[config.mk]
export PLATFORM = sky130hd
export DESIGN_NAME = range_histogram_binner
export DESIGN_NICKNAME = d
export VERILOG_FILES = /design/src/hw/rtl/rhb_pkg.sv /design/src/hw/rtl/rhb_regs.sv /design/src/hw/rtl/rhb_datapath.sv /design/src/hw/rtl/rhb_ctrl.sv /design/src/hw/rtl/range_histogram_binner.sv
export SDC_FILE = /design/constraint.sdc
export NUM_CORES = 2
export LEC_CHECK = 0
export BUFFER_PORTS_ARGS = -buffer_cell sky130_fd_sc_hd__buf_2
export CAP_MARGIN = 20
export CORE_ASPECT_RATIO = 0.75
export CORE_MARGIN = 2
export CORE_UTILIZATION = 40
export DETAILED_ROUTE_END_ITERATION = 12
export SKIP_LAST_GASP = 1
export SLEW_MARGIN = 25
export SYNTH_ARGS = -nofsm -noshare
export SYNTH_HDL_FRONTEND = slang
export SYNTH_SLANG_ARGS = --single-unit
[constraint.sdc]
create_clock -name clk -period 7.6 [get_ports clk]
set_input_delay 1.14 -clock clk [delete_from_list [all_inputs] [get_ports clk]]
set_output_delay 1.14 -clock clk [all_outputs]
set_load 0.05 [all_outputs]
[src/hw/rtl/rhb_pkg.sv]
// Shared types and constants for the range histogram binner.
package rhb_pkg;

    // Item kinds carried on the input tuser field.
    localparam logic [1:0] KIND_SAMPLE = 2'd0;
    localparam logic [1:0] KIND_DUMP   = 2'd1;
    localparam logic [1:0] KIND_CLEAR  = 2'd2;

    // Configuration register indexes and the APB address width.
    localparam int         ADDR_W          = 4;
    localparam logic [1:0] REG_RANGE_START = 2'd0;
    localparam logic [1:0] REG_RANGE_END   = 2'd1;
    localparam logic [1:0] REG_BIN_COUNT   = 2'd2;

    localparam logic [15:0] RANGE_START_RST = 16'sd0;
    localparam logic [15:0] RANGE_END_RST   = 16'sd32767;
    localparam logic [6:0]  BIN_COUNT_RST   = 7'd64;

    // Commands from the controller to the datapath.
    typedef struct packed {
        logic take_sample;
        logic calc;
        logic div_step;
        logic rd_sample;
        logic upd;
        logic clear;
        logic dump_first;
        logic rd_dump;
        logic dump_next;
        logic load_out;
    } rhb_cmd_t;

    // Status from the datapath to the controller.
    typedef struct packed {
        logic in_range;
        logic dump_last;
    } rhb_status_t;

endpackage

[src/hw/rtl/rhb_regs.sv]
// APB configuration registers: range start, range end and bin count.
module rhb_regs
(
    input  logic                      clk,
    input  logic                      rst_n,
    input  logic                      psel,
    input  logic                      penable,
    input  logic                      pwrite,
    input  logic [rhb_pkg::ADDR_W-1:0] paddr,
    input  logic [31:0]               pwdata,
    output logic [31:0]               prdata,
    output logic                      pready,
    output logic signed [15:0]        range_start,
    output logic signed [15:0]        range_end,
    output logic [6:0]                bin_count
);
    import rhb_pkg::*;

    logic [15:0] range_start_reg;
    logic [15:0] range_end_reg;
    logic [6:0]  bin_count_reg;
    logic        wr_en;
    logic [1:0]  reg_idx;

    assign pready  = 1'b1;
    assign wr_en   = psel && penable && pwrite && pready;
    assign reg_idx = paddr[3:2];

    always_ff @(posedge clk or negedge rst_n)
    begin
        if (!rst_n)
        begin
            range_start_reg <= RANGE_START_RST;
            range_end_reg   <= RANGE_END_RST;
            bin_count_reg   <= BIN_COUNT_RST;
        end
        else if (wr_en)
        begin
            case (reg_idx)
                REG_RANGE_START: range_start_reg <= pwdata[15:0];
                REG_RANGE_END:   range_end_reg   <= pwdata[15:0];
                REG_BIN_COUNT:   bin_count_reg   <= pwdata[6:0];
                default:         ;
            endcase
        end
    end

    always_comb
    begin
        case (reg_idx)
            REG_RANGE_START: prdata = {16'd0, range_start_reg};
            REG_RANGE_END:   prdata = {16'd0, range_end_reg};
            REG_BIN_COUNT:   prdata = {25'd0, bin_count_reg};
            default:         prdata = 32'd0;
        endcase
    end

    assign range_start = signed'(range_start_reg);
    assign range_end   = signed'(range_end_reg);
    assign bin_count   = bin_count_reg;

endmodule

[src/hw/rtl/rhb_datapath.sv]
// Datapath: range check, bin index divider, count store, peak and output register.
module rhb_datapath
#(
    parameter int MAX_BINS   = 64,
    parameter int COUNT_BITS = 32
)
(
    input  logic                 clk,
    input  logic                 rst_n,
    input  rhb_pkg::rhb_cmd_t    cmd,
    output rhb_pkg::rhb_status_t status,
    input  logic [15:0]          sample_value,
    input  logic signed [15:0]   range_start,
    input  logic signed [15:0]   range_end,
    input  logic [6:0]           bin_count,
    output logic [5:0]           bin_index,
    output logic [31:0]          bin_total,
    output logic [31:0]          peak_total,
    output logic                 last_bin
);
    import rhb_pkg::*;

    localparam int IDX_W  = (MAX_BINS > 1) ? $clog2(MAX_BINS) : 1;
    localparam int BIN_W  = $clog2(MAX_BINS + 1);
    localparam int PROD_W = 16 + BIN_W;

    logic [15:0]           sample_reg;
    logic [PROD_W-1:0]     rem_reg;
    logic [PROD_W-1:0]     dsr_reg;
    logic [IDX_W-1:0]      quo_reg;
    logic [IDX_W-1:0]      cnt_reg;
    logic [COUNT_BITS-1:0] mem [MAX_BINS];
    logic [MAX_BINS-1:0]   valid_reg;
    logic [COUNT_BITS-1:0] rd_data_reg;
    logic                  rd_valid_reg;
    logic [COUNT_BITS-1:0] peak_reg;
    logic [5:0]            out_index_reg;
    logic [31:0]           out_total_reg;
    logic [31:0]           out_peak_reg;
    logic                  out_last_reg;

    logic [BIN_W-1:0]      bins_act;
    logic [16:0]           off_wide;
    logic [16:0]           span_wide;
    logic [PROD_W-1:0]     product;
    logic                  ge;
    logic [IDX_W:0]        quo_shift;
    logic [IDX_W-1:0]      rd_addr;
    logic [COUNT_BITS-1:0] cnt_cur;
    logic [COUNT_BITS-1:0] cnt_new;
    logic [31:0]           total_sat;
    logic [31:0]           peak_sat;

    // Bin count zero means one bin; anything above the store depth is clamped.
    always_comb
    begin
        if (bin_count == 7'd0)
            bins_act = BIN_W'(1);
        else if (bin_count > 7'(MAX_BINS))
            bins_act = BIN_W'(MAX_BINS);
        else
            bins_act = bin_count[BIN_W-1:0];
    end

    assign off_wide  = {sample_reg[15], sample_reg} - {range_start[15], range_start};
    assign span_wide = {range_end[15], range_end} - {range_start[15], range_start};
    assign product   = PROD_W'(off_wide[15:0]) * PROD_W'(bins_act);

    assign status.in_range = (range_end > range_start)
                          && (signed'(sample_reg) >= range_start)
                          && (signed'(sample_reg) < range_end);
    assign status.dump_last = (BIN_W'(cnt_reg) == (bins_act - BIN_W'(1)));

    // One quotient bit per step; the quotient is below the bin count.
    assign ge        = (rem_reg >= dsr_reg);
    assign quo_shift = {quo_reg, ge};

    assign rd_addr = cmd.rd_dump ? cnt_reg : quo_reg;
    assign cnt_cur = rd_valid_reg ? rd_data_reg : '0;
    assign cnt_new = (cnt_cur == {COUNT_BITS{1'b1}}) ? cnt_cur : cnt_cur + COUNT_BITS'(1);

    generate
        if (COUNT_BITS > 32)
        begin : g_sat
            assign total_sat = (|cnt_cur[COUNT_BITS-1:32]) ? 32'hFFFF_FFFF : cnt_cur[31:0];
            assign peak_sat  = (|peak_reg[COUNT_BITS-1:32]) ? 32'hFFFF_FFFF : peak_reg[31:0];
        end
        else
        begin : g_ext
            assign total_sat = 32'(cnt_cur);
            assign peak_sat  = 32'(peak_reg);
        end
    endgenerate

    always_ff @(posedge clk)
    begin
        if (cmd.take_sample)
            sample_reg <= sample_value;
        if (cmd.calc)
        begin
            rem_reg <= product;
            dsr_reg <= PROD_W'(span_wide[15:0]) << (IDX_W - 1);
            quo_reg <= '0;
        end
        else if (cmd.div_step)
        begin
            if (ge)
                rem_reg <= rem_reg - dsr_reg;
            dsr_reg <= dsr_reg >> 1;
            quo_reg <= quo_shift[IDX_W-1:0];
        end
        if (cmd.rd_sample || cmd.rd_dump)
        begin
            rd_data_reg  <= mem[rd_addr];
            rd_valid_reg <= valid_reg[rd_addr];
        end
        if (cmd.load_out)
        begin
            out_index_reg <= 6'(cnt_reg);
            out_total_reg <= total_sat;
            out_peak_reg  <= peak_sat;
            out_last_reg  <= status.dump_last;
        end
    end

    always_ff @(posedge clk)
    begin
        if (cmd.upd)
            mem[quo_reg] <= cnt_new;
    end

    always_ff @(posedge clk or negedge rst_n)
    begin
        if (!rst_n)
        begin
            valid_reg <= '0;
            peak_reg  <= '0;
            cnt_reg   <= '0;
        end
        else
        begin
            if (cmd.clear)
            begin
                valid_reg <= '0;
                peak_reg  <= '0;
            end
            else if (cmd.upd)
            begin
                valid_reg[quo_reg] <= 1'b1;
                if (cnt_new > peak_reg)
                    peak_reg <= cnt_new;
            end
            if (cmd.dump_first)
                cnt_reg <= '0;
            else if (cmd.dump_next)
                cnt_reg <= cnt_reg + IDX_W'(1);
        end
    end

    assign bin_index  = out_index_reg;
    assign bin_total  = out_total_reg;
    assign peak_total = out_peak_reg;
    assign last_bin   = out_last_reg;

`ifndef SYNTH
    a_idx_in_range: assert property (@(posedge clk) disable iff (!rst_n)
        cmd.upd |-> (BIN_W'(quo_reg) < bins_act))
        else $error("bin index from divider is outside the active bins");

    a_clear_peak: assert property (@(posedge clk) disable iff (!rst_n)
        cmd.clear |=> (peak_reg == '0))
        else $error("peak not zero after clear");

    a_peak_monotonic: assert property (@(posedge clk) disable iff (!rst_n)
        !cmd.clear |=> (peak_reg >= $past(peak_reg)))
        else $error("peak decreased without a clear");
`endif

endmodule

[src/hw/rtl/rhb_ctrl.sv]
// Controller state machine sequencing samples, dumps and clears.
module rhb_ctrl
#(
    parameter int MAX_BINS = 64
)
(
    input  logic                 clk,
    input  logic                 rst_n,
    input  logic                 s_tvalid,
    output logic                 s_tready,
    input  logic [1:0]           kind,
    output logic                 m_tvalid,
    input  logic                 m_tready,
    input  rhb_pkg::rhb_status_t status,
    output rhb_pkg::rhb_cmd_t    cmd
);
    import rhb_pkg::*;

    localparam int IDX_W = (MAX_BINS > 1) ? $clog2(MAX_BINS) : 1;
    localparam int SW    = (IDX_W > 1) ? $clog2(IDX_W) : 1;

    typedef enum logic [6:0] {
        ST_IDLE    = 7'b0000001,
        ST_CALC    = 7'b0000010,
        ST_DIV     = 7'b0000100,
        ST_READ    = 7'b0001000,
        ST_UPD     = 7'b0010000,
        ST_DUMP_RD = 7'b0100000,
        ST_DUMP_LD = 7'b1000000
    } state_t;

    state_t         state_reg;
    state_t         state_next;
    logic [SW-1:0]  step_reg;
    logic [SW-1:0]  step_next;
    logic           out_valid_reg;
    logic           out_valid_next;
    logic           out_free;

    assign out_free = !out_valid_reg || m_tready;
    assign s_tready = (state_reg == ST_IDLE);
    assign m_tvalid = out_valid_reg;

    always_comb
    begin
        state_next = state_reg;
        step_next  = step_reg;
        cmd        = '0;
        case (state_reg)
            ST_IDLE:
            begin
                if (s_tvalid)
                begin
                    case (kind)
                        KIND_SAMPLE:
                        begin
                            cmd.take_sample = 1'b1;
                            state_next      = ST_CALC;
                        end
                        KIND_DUMP:
                        begin
                            cmd.dump_first = 1'b1;
                            state_next     = ST_DUMP_RD;
                        end
                        KIND_CLEAR: cmd.clear = 1'b1;
                        default:    ;
                    endcase
                end
            end
            ST_CALC:
            begin
                cmd.calc  = 1'b1;
                step_next = SW'(IDX_W - 1);
                state_next = status.in_range ? ST_DIV : ST_IDLE;
            end
            ST_DIV:
            begin
                cmd.div_step = 1'b1;
                step_next    = step_reg - SW'(1);
                if (step_reg == '0)
                    state_next = ST_READ;
            end
            ST_READ:
            begin
                cmd.rd_sample = 1'b1;
                state_next    = ST_UPD;
            end
            ST_UPD:
            begin
                cmd.upd    = 1'b1;
                state_next = ST_IDLE;
            end
            ST_DUMP_RD:
            begin
                cmd.rd_dump = 1'b1;
                state_next  = ST_DUMP_LD;
            end
            ST_DUMP_LD:
            begin
                // The previous bin must have left the output register first.
                if (out_free)
                begin
                    cmd.load_out = 1'b1;
                    if (status.dump_last)
                        state_next = ST_IDLE;
                    else
                    begin
                        cmd.dump_next = 1'b1;
                        state_next    = ST_DUMP_RD;
                    end
                end
            end
            default: state_next = ST_IDLE;
        endcase
    end

    always_comb
    begin
        if (cmd.load_out)
            out_valid_next = 1'b1;
        else if (m_tready)
            out_valid_next = 1'b0;
        else
            out_valid_next = out_valid_reg;
    end

    always_ff @(posedge clk or negedge rst_n)
    begin
        if (!rst_n)
        begin
            state_reg     <= ST_IDLE;
            step_reg      <= '0;
            out_valid_reg <= 1'b0;
        end
        else
        begin
            state_reg     <= state_next;
            step_reg      <= step_next;
            out_valid_reg <= out_valid_next;
        end
    end

`ifndef SYNTH
    a_load_when_free: assert property (@(posedge clk) disable iff (!rst_n)
        cmd.load_out |-> (!out_valid_reg || m_tready))
        else $error("output register overwritten before it was taken");

    a_next_bin_read: assert property (@(posedge clk) disable iff (!rst_n)
        cmd.dump_next |=> cmd.rd_dump)
        else $error("dump advanced without reading the next bin");

    a_no_accept_busy: assert property (@(posedge clk) disable iff (!rst_n)
        (cmd.div_step || cmd.upd || cmd.rd_dump) |-> !s_tready)
        else $error("new request accepted while an item is in work");
`endif

endmodule

[src/hw/rtl/range_histogram_binner.sv]
// Sample in range: after acceptance come the check, 6 divider steps, a read and a write,
// the bit-serial divider giving one quotient bit per cycle; out of range it returns to idle after the check.
// Dump item: each bin is read from the count store, then loaded once the output register is free.
// Clear and unused items are handled in idle; the request after a dump's last bin is taken at once.
// Reset is asynchronous, active low; per-bin valid flops zero every count immediately.
// Configuration registers reset to start 0, end 32767, 64 bins.
module range_histogram_binner
#(
    parameter int MAX_BINS   = 64,
    parameter int COUNT_BITS = 32
)
(
    input  logic                      clk,
    input  logic                      rst_n,
    input  logic                      s_tvalid,
    output logic                      s_tready,
    input  logic [15:0]               s_tdata,   // [15:0] sample_value
    input  logic [1:0]                s_tuser,   // [1:0] kind
    output logic                      m_tvalid,
    input  logic                      m_tready,
    output logic [71:0]               m_tdata,   // [5:0] bin_index, [37:6] bin_total,
                                                 // [69:38] peak_total, [71:70] zero
    output logic                      m_tlast,
    input  logic                      psel,
    input  logic                      penable,
    input  logic                      pwrite,
    input  logic [rhb_pkg::ADDR_W-1:0] paddr,
    input  logic [31:0]               pwdata,
    output logic [31:0]               prdata,
    output logic                      pready
);
    import rhb_pkg::*;

    rhb_cmd_t           cmd;
    rhb_status_t        status;
    logic signed [15:0] range_start;
    logic signed [15:0] range_end;
    logic [6:0]         bin_count;
    logic [5:0]         bin_index;
    logic [31:0]        bin_total;
    logic [31:0]        peak_total;

    rhb_regs u_regs
    (
        .clk         (clk),
        .rst_n       (rst_n),
        .psel        (psel),
        .penable     (penable),
        .pwrite      (pwrite),
        .paddr       (paddr),
        .pwdata      (pwdata),
        .prdata      (prdata),
        .pready      (pready),
        .range_start (range_start),
        .range_end   (range_end),
        .bin_count   (bin_count)
    );

    rhb_ctrl #(.MAX_BINS(MAX_BINS)) u_ctrl
    (
        .clk      (clk),
        .rst_n    (rst_n),
        .s_tvalid (s_tvalid),
        .s_tready (s_tready),
        .kind     (s_tuser),
        .m_tvalid (m_tvalid),
        .m_tready (m_tready),
        .status   (status),
        .cmd      (cmd)
    );

    rhb_datapath #(.MAX_BINS(MAX_BINS), .COUNT_BITS(COUNT_BITS)) u_dp
    (
        .clk          (clk),
        .rst_n        (rst_n),
        .cmd          (cmd),
        .status       (status),
        .sample_value (s_tdata),
        .range_start  (range_start),
        .range_end    (range_end),
        .bin_count    (bin_count),
        .bin_index    (bin_index),
        .bin_total    (bin_total),
        .peak_total   (peak_total),
        .last_bin     (m_tlast)
    );

    assign m_tdata = {2'b00, peak_total, bin_total, bin_index};

endmodule
==> impl_metrics.ini <==
[synthesis]
syn_area_per_cell_sq_um = 17.68
synth_edf_count = 2207
ys_warn_count = 0
yosysTopAreaCellShare = 0.6753
synthFlopType = edfxtp_1
netlist.top_cell.by_area = edfxtp_1
synth.area.top_cells = edfxtp_1 68%, mux4_2 11%, dfrtp_1 3.4%, ha_1 1.9%, nand2_1 1.6%
yosys.cell_count.top_type = edfxtp_1
synth_cell_types = 86
synth_cells = 5551
synth_common_cells = 2207 x edfxtp_1, 464 x mux4_2, 427 x nand2_1, 242 x nor2_1, 208 x inv_1
async_flop_share = 0.06414
syn_area_sq_mm = 0.09814
synth_seq_cells = 2370
ys_seq_area_frac = 0.7165

[clocking]
clkTransAtPathRegs_ns = 0.07
clock_path_buffers = 4
clk_latency_ns = 0.90
cts_root_buffer = clkbuf_16
h-tree-depth = 4
cts_tree = yes
cts_buffers = 220
clock_sinks = 2370

[timing]
maxSlewHeadroom = 0.2139
finalMaxSlewViolations = 0
tightestPinTransition_ns = 1.179
fin_crit_sh = 0.9548
fmax_ghz = 0.1378
setup_violations = 0
fin_skew_ns = 0.06559
hold_viol_final = 0
timing.final.crit_period_ns = 7.256
fin_ws_ns = 0.3439

[outcome]
outcome = finished clean

[die]
die-area_sq_mm = 0.2494
die_h_microns = 433.0
row_count = 157
core_sq_mm = 0.2440
initial_utilization = 0.4022
die_width_microns = 575.9
io_pins = 169

[placed_design]
dp_slack_ns = 0.3081
io_buffer_count = 131
gp_congestion = 1.031
hpwl_microns = 169200

[drt]
avgViaCountPerCell = 5.936
wl_met1_microns = 126500
dr_total_vias = 54962
highest_layer = met5
wl_per_cell_microns = 30.63
drt_pass1_iterations = 6
drtAntennaViolNets = 0
wl_met3_microns = 30620
drc = 0
wl_microns = 283600
drt_iter0_markers = 7737
route.met2.wl_microns = 118200

[global_route]
antenna_found_initial = 22
track_usage = 0.2252
grt_overflow_total = 0
grt_max_degree = 136
grt_pass1_wl_microns = 398500
grt_pass1_vias = 52447

[setup_path]
start_kind = flop
r2r_slack_ns = 0.34
path_class = reg -> reg
required_ns = 8.18
end_kind = flop
crit_family = adder cells
rr_worst_depth = 23
crit_top_cell = fa_1
slowest_delay_ns = 0.54
reg2reg_to = u_dp.rem_reg[21]
r2r_start = u_regs.range_start[0]
crit_chain = ha_1 > fa_1 > nand2b_1 > a21boi_0 > o21ai_0 > nand2b_1 > a21oi_1 > xor2_1 > nor2_1 > fa_1 > fa_1 > fa_1 > inv_1 > fa_1 > inv_1 > ha_1 > or4_1 > a31oi_2 > nor3_1 > o31ai_1 > o21ai_0 > xnor2_1 > mux2i_1
critPathArrivalTime_ns = 7.83
cp_slowest_cell = fa_1
critPathBufInv = 2
cp_max_fo = 7

[pwr]
power_frac_comb = 0.169
p_sw_mw = 8.138
switching_share = 0.2672
p_int_mw = 22.32
totalPowerFinal_mw = 30.46
p_leak_nw = 36.87
pwr_density_cell_mw_per_mm2 = 275.0
peakVddDrop_mv = 0.2263
p_clk_frac = 0.351
seq_power_share = 0.480

[finish]
largest_register_ffs = 2048
drive_above_1_share = 0.2157
syn2layout_area_growth_pct = 12.85
nNetsFinal = 6098

[min_path]
hold_path.class = in -> async

[run]
cap_violations = 0
cell type report:
cell class	instances	area (sq um)
well taps	3259	4078
inverters	209	784.5
repair buffers	306	2193
flip-flops and latches	2370	70320
clock buffers	267	5851
fillers	20771	133200
clock inverters	131	960.9
multi-input cells	2712	26550
diodes	5	12.51
worst max-delay path by stage:
stage	start	to	slack (ns)	cells after the start
detailed placement	u_regs.range_start[1]	u_dp.rem_reg[21]	0.31	25
global route	u_regs.range_start[0]	u_dp.rem_reg[20]	-0.004	26
finish	u_regs.range_start[0]	u_dp.rem_reg[21]	0.34	23
global placement	u_regs.range_start[1]	u_dp.rem_reg[21]	0.31	25
CTS	u_regs.range_start[1]	u_dp.rem_reg[21]	0.24	25
floorplan	u_dp.rd_valid_reg	u_dp.peak_reg[25]	0.1	23
power groups by stage:
stage	Combinational, mW	Clock [mW]	Sequential, mW
floorplan	3.71	0	14.8
global placement	5.04	0	14.9
detailed placement	5.05	0	14.9
CTS	5.11	10.9	14.6
global route	5.76	11.3	14.6
finish	5.14	10.7	14.6
stage by stage:
stage / setup TNS (ns) / cell area [sq um] / util / hold slack [ns] / instances
after global routing: -0.005750 / 110700 / 0.4539 / 0.3892 / 9256
after floorplan: 0 / 98200 / - / 0.4231 / 5568
after detailed placement: 0 / 103800 / 0.4256 / 0.4327 / 8852
after global placement: 0 / 103700 / 0.4252 / 0.4348 / 8848
final: 0 / 110700 / 0.4539 / 0.3595 / 9259
after CTS: 0 / 110700 / 0.4535 / 0.3849 / 9250
logic make-up after synthesis:
group | Yosys count | synth area share
adders and majority gates | 218 | 0.03330
xor gates and xnor gates | 102 | 0.009103
and+or+nand+nor | 1147 | 0.05537
DFF | 2370 | 0.7165
buffers and inverters | 486 | 0.02280
AOI/OAI and AO/OA | 686 | 0.04798
muxes | 540 | 0.1148
other | 2 | 0.00007653
repair_timing:
| action | CTS | global route |
|---|---|---|
| hold buffers | 0 | 0 |
| setup buffers | 0 | 0 |
| endpoints found under the setup margin | 0 | 5 |
| resized for setup | 0 | 3 |
layer usage:
| layer | track usage | up-vias |
|---|---|---|
| met3 | 0.05788 | 389 |
| met5 | 0.006388 | - |
| met2 | 0.3094 | 2724 |
| met4 | 0.06174 | 20 |
| met1 | 0.3501 | 29358 |
| li1 | - | 22471 |
placed cells by master, fill, tap and decap left out, drive strengths merged, types with 32 or more instances in the layout:
master and instances:
nand2 429, mux2i 35, a22oi 203, nand3 136, xnor2 68, buf 304, xor2 34, ha 146
mux2 41, clkbuf 269, o21ai 98, a21oi 105, mux4 464, clkinv 110, nor3 39, nor2 250
fa 72, nand4 98, or2 32, dfrtp 135, o21a 75, a31oi 54, edfxtp 2207, inv 213
Power figures use the tool's default switching activity.
